<file path="config.mk">
export PLATFORM = sky130hd
export DESIGN_NAME = mpfd_ctrl
export DESIGN_NICKNAME = d
export VERILOG_FILES = /design/src/rtl/mpfd_pkg.sv /design/src/rtl/mpfd_ctrl.sv
export SDC_FILE = /design/constraint.sdc
export NUM_CORES = 1
export LEC_CHECK = 0
export BUFFER_PORTS_ARGS = -buffer_cell sky130_fd_sc_hd__buf_4
export CELL_PAD_IN_SITES_DETAIL_PLACEMENT = 0
export CELL_PAD_IN_SITES_GLOBAL_PLACEMENT = 1
export CORE_MARGIN = 10
export CORE_UTILIZATION = 25
export CTS_CLUSTER_DIAMETER = 150
export CTS_CLUSTER_SIZE = 40
export DETAILED_ROUTE_END_ITERATION = 12
export PLACE_DENSITY_LB_ADDON = 0.1
export SYNTH_ARGS = -nofsm -noshare
export SYNTH_HDL_FRONTEND = slang
export SYNTH_SLANG_ARGS = --single-unit
export TNS_END_PERCENT = 5
</file>
<file path="constraint.sdc">
create_clock -name clk -period 0.9 [get_ports clk]
set_input_delay 0.045 -clock clk [delete_from_list [all_inputs] [get_ports clk]]
set_output_delay 0.045 -clock clk [all_outputs]
set_load 0.02 [all_outputs]
</file>
<file path="src/rtl/mpfd_pkg.sv">
// Shared types and constants for the monochrome page frame buffer draw engine.
// Holds the operation codes, controller states and controller/datapath links.
// No dependencies.
package mpfd_pkg;

  // fixed field widths of one input item and one result
  localparam int FUNC_W     = 3;
  localparam int COORD_W    = 8;
  localparam int IDX_W      = 9;
  localparam int BYTE_W     = 8;
  localparam int PAGE_ROWS  = 8;
  localparam int IN_DATA_W  = 48;
  localparam int OUT_DATA_W = 8;

  // bit offsets of the input fields inside in_tdata
  localparam int FUNC_LSB = 0;
  localparam int X_LSB    = 3;
  localparam int Y_LSB    = 11;
  localparam int W_LSB    = 19;
  localparam int H_LSB    = 27;
  localparam int INK_LSB  = 35;
  localparam int IDX_LSB  = 36;

  // operation codes; the two unused codes do nothing
  typedef enum logic [FUNC_W-1:0] {
    OP_CLEAR = 3'd0,
    OP_PIXEL = 3'd1,
    OP_HLINE = 3'd2,
    OP_RECT  = 3'd3,
    OP_FILL  = 3'd4,
    OP_READ  = 3'd5
  } op_t;

  typedef enum logic [2:0] {
    ST_INIT,
    ST_IDLE,
    ST_DECODE,
    ST_SWEEP,
    ST_DRAIN,
    ST_DONE
  } state_t;

  // controller to datapath
  typedef struct packed {
    logic load;        // capture the input beat
    logic sweep_init;  // set the sweep counters
    logic single;      // sweep covers one byte (pixel)
    logic step;        // issue a read-modify-write and advance
    logic zero;        // this step writes zeros
    logic read_issue;  // read the addressed byte
    logic out_load;    // load the result register
  } dp_cmd_t;

  // datapath to controller
  typedef struct packed {
    op_t  func;
    logic pix_on;   // pixel lies on the screen
    logic last;     // sweep sits at its final byte
    logic wr_pend;  // a write is still outstanding
  } dp_stat_t;

endpackage

</file>
<file path="src/rtl/mpfd_ctrl.sv">
// Controller of the frame buffer draw engine: sequences the store wipe after
// reset, the per-operation sweeps, reads and the result handshake.
// Depends on mpfd_pkg.
module mpfd_ctrl
  import mpfd_pkg::*;
(
  input  logic     clk,
  input  logic     rst_n,
  input  logic     in_tvalid,
  output logic     in_tready,
  output logic     out_tvalid,
  input  logic     out_tready,
  input  dp_stat_t stat,
  output dp_cmd_t  cmd
);

  state_t state_r, state_nxt;
  logic   wipe_r, wipe_nxt;
  logic   out_tvalid_r, out_tvalid_nxt;

  // state register
  always_ff @(posedge clk) begin
    if (!rst_n) begin
      state_r      <= ST_INIT;
      wipe_r       <= 1'b1;
      out_tvalid_r <= 1'b0;
    end else begin
      state_r      <= state_nxt;
      wipe_r       <= wipe_nxt;
      out_tvalid_r <= out_tvalid_nxt;
    end
  end

  // next state and commands
  always_comb begin
    state_nxt      = state_r;
    wipe_nxt       = wipe_r;
    out_tvalid_nxt = out_tvalid_r && !out_tready;
    in_tready      = 1'b0;
    cmd            = '0;
    case (state_r)
      ST_INIT: begin
        cmd.sweep_init = 1'b1;
        state_nxt      = ST_SWEEP;
      end
      ST_IDLE: begin
        in_tready = 1'b1;
        if (in_tvalid) begin
          cmd.load  = 1'b1;
          state_nxt = ST_DECODE;
        end
      end
      ST_DECODE: begin
        case (stat.func)
          OP_CLEAR, OP_HLINE, OP_RECT, OP_FILL: begin
            cmd.sweep_init = 1'b1;
            state_nxt      = ST_SWEEP;
          end
          OP_PIXEL: begin
            if (stat.pix_on) begin
              cmd.sweep_init = 1'b1;
              cmd.single     = 1'b1;
              state_nxt      = ST_SWEEP;
            end else begin
              state_nxt = ST_DONE;
            end
          end
          OP_READ: begin
            cmd.read_issue = 1'b1;
            state_nxt      = ST_DONE;
          end
          default: begin
            state_nxt = ST_DONE;
          end
        endcase
      end
      ST_SWEEP: begin
        cmd.step = 1'b1;
        cmd.zero = wipe_r || (stat.func == OP_CLEAR);
        if (stat.last) begin
          state_nxt = ST_DRAIN;
        end
      end
      ST_DRAIN: begin
        // last write lands this cycle
        if (wipe_r) begin
          wipe_nxt  = 1'b0;
          state_nxt = ST_IDLE;
        end else begin
          state_nxt = ST_DONE;
        end
      end
      ST_DONE: begin
        if (!out_tvalid_r || out_tready) begin
          cmd.out_load   = 1'b1;
          out_tvalid_nxt = 1'b1;
          state_nxt      = ST_IDLE;
        end
      end
      default: begin
        state_nxt = ST_INIT;
      end
    endcase
  end

  assign out_tvalid = out_tvalid_r;

  // no beat is taken before the post-reset wipe has finished
  a_no_accept_in_wipe: assert property (@(posedge clk) disable iff (!rst_n)
    in_tready |-> !wipe_r)
    else $error("input taken during store wipe");

  // one item at a time
  a_one_item: assert property (@(posedge clk) disable iff (!rst_n)
    (in_tvalid && in_tready) |=> !in_tready)
    else $error("second beat accepted while an item is in work");

  // store writes only happen inside a sweep
  a_write_in_sweep: assert property (@(posedge clk) disable iff (!rst_n)
    stat.wr_pend |-> (state_r == ST_SWEEP || state_r == ST_DRAIN))
    else $error("store write outside a sweep");

  // a finished item with a free output slot shows its result next cycle
  a_result_issued: assert property (@(posedge clk) disable iff (!rst_n)
    (state_r == ST_DONE && !out_tvalid_r) |=> out_tvalid_r)
    else $error("result not presented");

endmodule

</file>
Yosys cells after proc, flatten, opt, wreduce, memory -nomap -nowiden
Cells that the tools add are included.
{ "word_totals": {"reg_bits": 5, "wordCells": 47, "inputBits": 10} }
{ "op_classes": {"muxes": 22, "n_reduce_logical": 9, "n_eq_ne": 13} }
{ "ops": {"columns": ["op", "n"], "rows": [
  ["case mux 3 bit (6 select lines)", 1],
  ["2-to-1 mux 3 bit", 5],
  ["equality test 3 x 2 -> 1 bit (second input constant)", 4],
  ["equality test 3 bit (second input constant)", 4],
  ["2-to-1 mux 1 bit", 11],
  ["equality test 3 x 1 -> 1 bit (second input constant)", 2],
  ["zero test 3 bit", 2],
  ["!= test 2 bit (second input constant)", 3],
  ["case mux 3 bit (2 select lines)", 1],
  ["2-to-1 mux 2 bit", 2],
  ["case mux 1 bit (2 select lines)", 2],
  ["OR reduction 4 bit", 1],
  ["AND reduction 3 bit", 1],
  ["zero test 1 bit", 2],
  ["logical OR 1 bit", 2],
  ["logical AND 1 bit", 1]
]} }

Depth between registers and ports, before layout
{ "logic_depth": {"word_depth": 4, "depth_mapped": 4} }

Least setup slack after synthesis
No wires, ideal clock.
{ "synth_path": {"kind": "register -> output", "startpoint": "reg state_r[0]", "endpoint": "out cmd[5] (netlist bit)", "n_path_buf": 1, "path_stages_with_launch": 4, "arrival_time_ps": 1087, "path_slack_ps": -232, "cell_sequence": "dfxtp_1 buf_6 nor2_1 a21boi_0"} }
{ "synth_rtl": {"columns": ["item", "line_no", "source"], "rows": [
  ["start: declaration", "mpfd_ctrl.sv:17", "state_t state_r, state_nxt;"],
  ["start signal: assignment", "mpfd_ctrl.sv:28", "state_r <= state_nxt;"],
  ["end: declaration", "mpfd_ctrl.sv:14", "output dp_cmd_t cmd"]
]} }

==> results.ini <==
[logic_synthesis]
netlist.area_leader.share = 0.271
synth-simple-area-share = 0.353
synth_top_flop_cell = dfxtp_1
netlist_area_um2 = 369
ys_types = 24
synth_edf_count = 0
synth_compound_area_frac = 0.305
ys_ff_latch = 5
yosys-mux-area-fraction = 0
synth_commonest_cells = dfxtp_1, nor2_1
synth_top_family_by_area = simple AND/OR/NAND/NOR gates
yosysWarnings = 0
synthArstFlopShare = 0
synth_area_per_cell_um2 = 8.20
synth_xor_area_frac = 0
synthesis.nets = 55
synth_fa_ha_area_frac = 0
syn_inst = 45
synthTopCellsByArea = dfxtp_1, buf_6, o21a_1
ys_seq_area_frac = 0.271
yosysTopAreaCell = dfxtp_1

[setup_path]
timing.rr.end = state_r[2]
cp.arrival_ns = 1.25
rr_startpoint = state_r[0]
startpoint_type = register
r2r_slack_ns = -0.25
end_kind = output port
r2r_cells = 5
worstPathMaxFanout = 4
cp.required_ns = 0.85
critPathKind = register to output port

[min_path]
hold_depth = 4
worstHoldEndpoint = state_r[1]
hold_path_class = input pin to register
hold_start = stat[1]

[grt]
grt_pass1_wl_um = 1810
grt_overflow = 0
antenna_found_initial = 0
grt_start_max_net_pins = 10
track_usage = 0.0682
grt_pass1_vias = 403

[clock_network]
cts_buffer_depth = 2
root_buffer = clkbuf_4
htreeDepth = 1
cts_made_buffers = 3
clkSinkCount = 5
cts_tree = built
clkLatencyLatePin_ns = 0.25
clkTransAtPathRegs_ns = 0.04

[timing]
hold_viol = 0
fmax_mhz = 773
drv_slew = 0
fin_ws_ns = -0.393
setup_violations = 11
fin_crit_sh = 1.44
rsz0062_at_grt = true
fin_worst_skew_ns = 0.00388
post-route-min-period_ns = 1.29
maxSlewHeadroom = 0.800
worst_pin_slew_ns = 0.300

[placed_design]
gp_congestion = 0.683
hpwl_um = 890
io_buffers = 17

[routing]
drtIter0Drc = 5
wirelength_um = 1110
drtAntennaViolNets = 0
wl_per_cell_um = 12.6
drtPass1Iterations = 2
routed_via_density = 4.69
vias = 413
drc = 0

[power_and_ir_drop]
vdd_drop_max_uv = 591
leakagePower_nw = 0.300
power_density_mw_per_mm2 = 1390
power.total_uw = 911

[final_layout]
seq_area_um2 = 111
multi_input_area_um2 = 284
n_antenna_cell = 0
nFillCells = 143
drive_gt1_frac = 0.562
layout.nets = 84
areaGrowthSynthToFinish_pct = 78.0
post-route-util = 0.487

[floorplan]
coreArea_mm2 = 0.00135
start_util = 0.273
row_count = 13
ios = 19
die_w_um = 58.4
die_y_um = 58.4
dieArea_mm2 = 0.00341

[run]
maxCapViolCount = 0

[status]
status = complete, but fails checks
violations = setup timing

-- per-stage QoR --
stage / TNS [ns] / worst slack (ns) / area (um2) / cells / hold WS (ns)
2_1_floorplan: -0.569 / -0.147 / 387 / 45 / 0.107
3_3_place_gp: -1.63 / -0.292 / 556 / 81 / 0.267
3_5_place_dp: -1.63 / -0.283 / 556 / 81 / 0.265
4_1_cts: -3.11 / -0.421 / 633 / 88 / 0.0609
5_1_grt: -3.50 / -0.479 / 657 / 88 / 0.101
6_report: -2.82 / -0.393 / 657 / 88 / 0.0814
-- cell type report --
type                    instances  share of cell area
inverters                       1             0.00571
repair buffers                 26               0.324
flip-flops and latches          5               0.170
well taps                      15              0.0286
multi-input cells              37               0.432
clock buffers                   4              0.0400
-- worst max-delay path: stages, from the launching register on --
cell,delay (ns)
dfxtp_4,0.36
nor2_4,0.11
nand4b_1,0.18
nor3b_4,0.22
buf_6,0.14
-- metal layers --
| layer | vias to the layer above | global-route usage | wire, um |
|---|---|---|---|
| met5 | - | 0 | 0 |
| met4 | 0 | 0.0604 | 28 |
| met3 | 3 | 0.0279 | 80 |
| met2 | 13 | 0.102 | 527 |
| met1 | 179 | 0.0721 | 469 |
| li1 | 218 | - | - |
-- power breakdown --
group          internal (mW)  switching [mW]  total (mW)
clock network          0.169           0.109       0.278
registers              0.244          0.0346       0.279
logic                  0.200           0.155       0.355
total                  0.613           0.299       0.911
-- registers in the layout (all words and copies together), names as in the netlist --
| register | flops |
|---|---|
| out_tvalid | 1 |
| wipe_r | 1 |
| state_r | 3 |
-- placed cells by master, fill, tap and decap left out, types with 2 or more instances in the layout --
cell type / count
buf_4: 21
dfxtp_4: 3
nand2_1: 3
o21ai_1: 3
nand2b_1: 2
o21a_1: 3
buf_6: 4
dfxtp_1: 2
clkbuf_4: 3
nor2_1: 3
or2b_1: 2
-- worst max path at each step --
stage          slack [ns]  depth (start not counted)        from    endpoint
3_5_place_dp        -0.28                          3  state_r[0]  state_r[2]
4_1_cts             -0.42                          4  state_r[0]      cmd[4]
5_1_grt             -0.48                          4  state_r[0]      cmd[4]
6_report            -0.39                          4  state_r[0]      cmd[4]
3_3_place_gp        -0.29                          4  state_r[0]  state_r[2]
2_1_floorplan       -0.15                          4  state_r[0]      cmd[4]
-- cell families after synthesis --
group	Yosys count
AOI/OAI and AO/OA	16
buffers and inverters	3
DFF	5
and+or+nand+nor	21
-- timing repair --
action	4_1_cts	5_1_grt
buffers inserted	2	0
endpoints found under the hold margin	1	0
hold buffers	1	0
pin swaps	5	3
resized for setup	11	7
endpoints found under the setup margin	12	13
(Power assumes the default switching activity.)
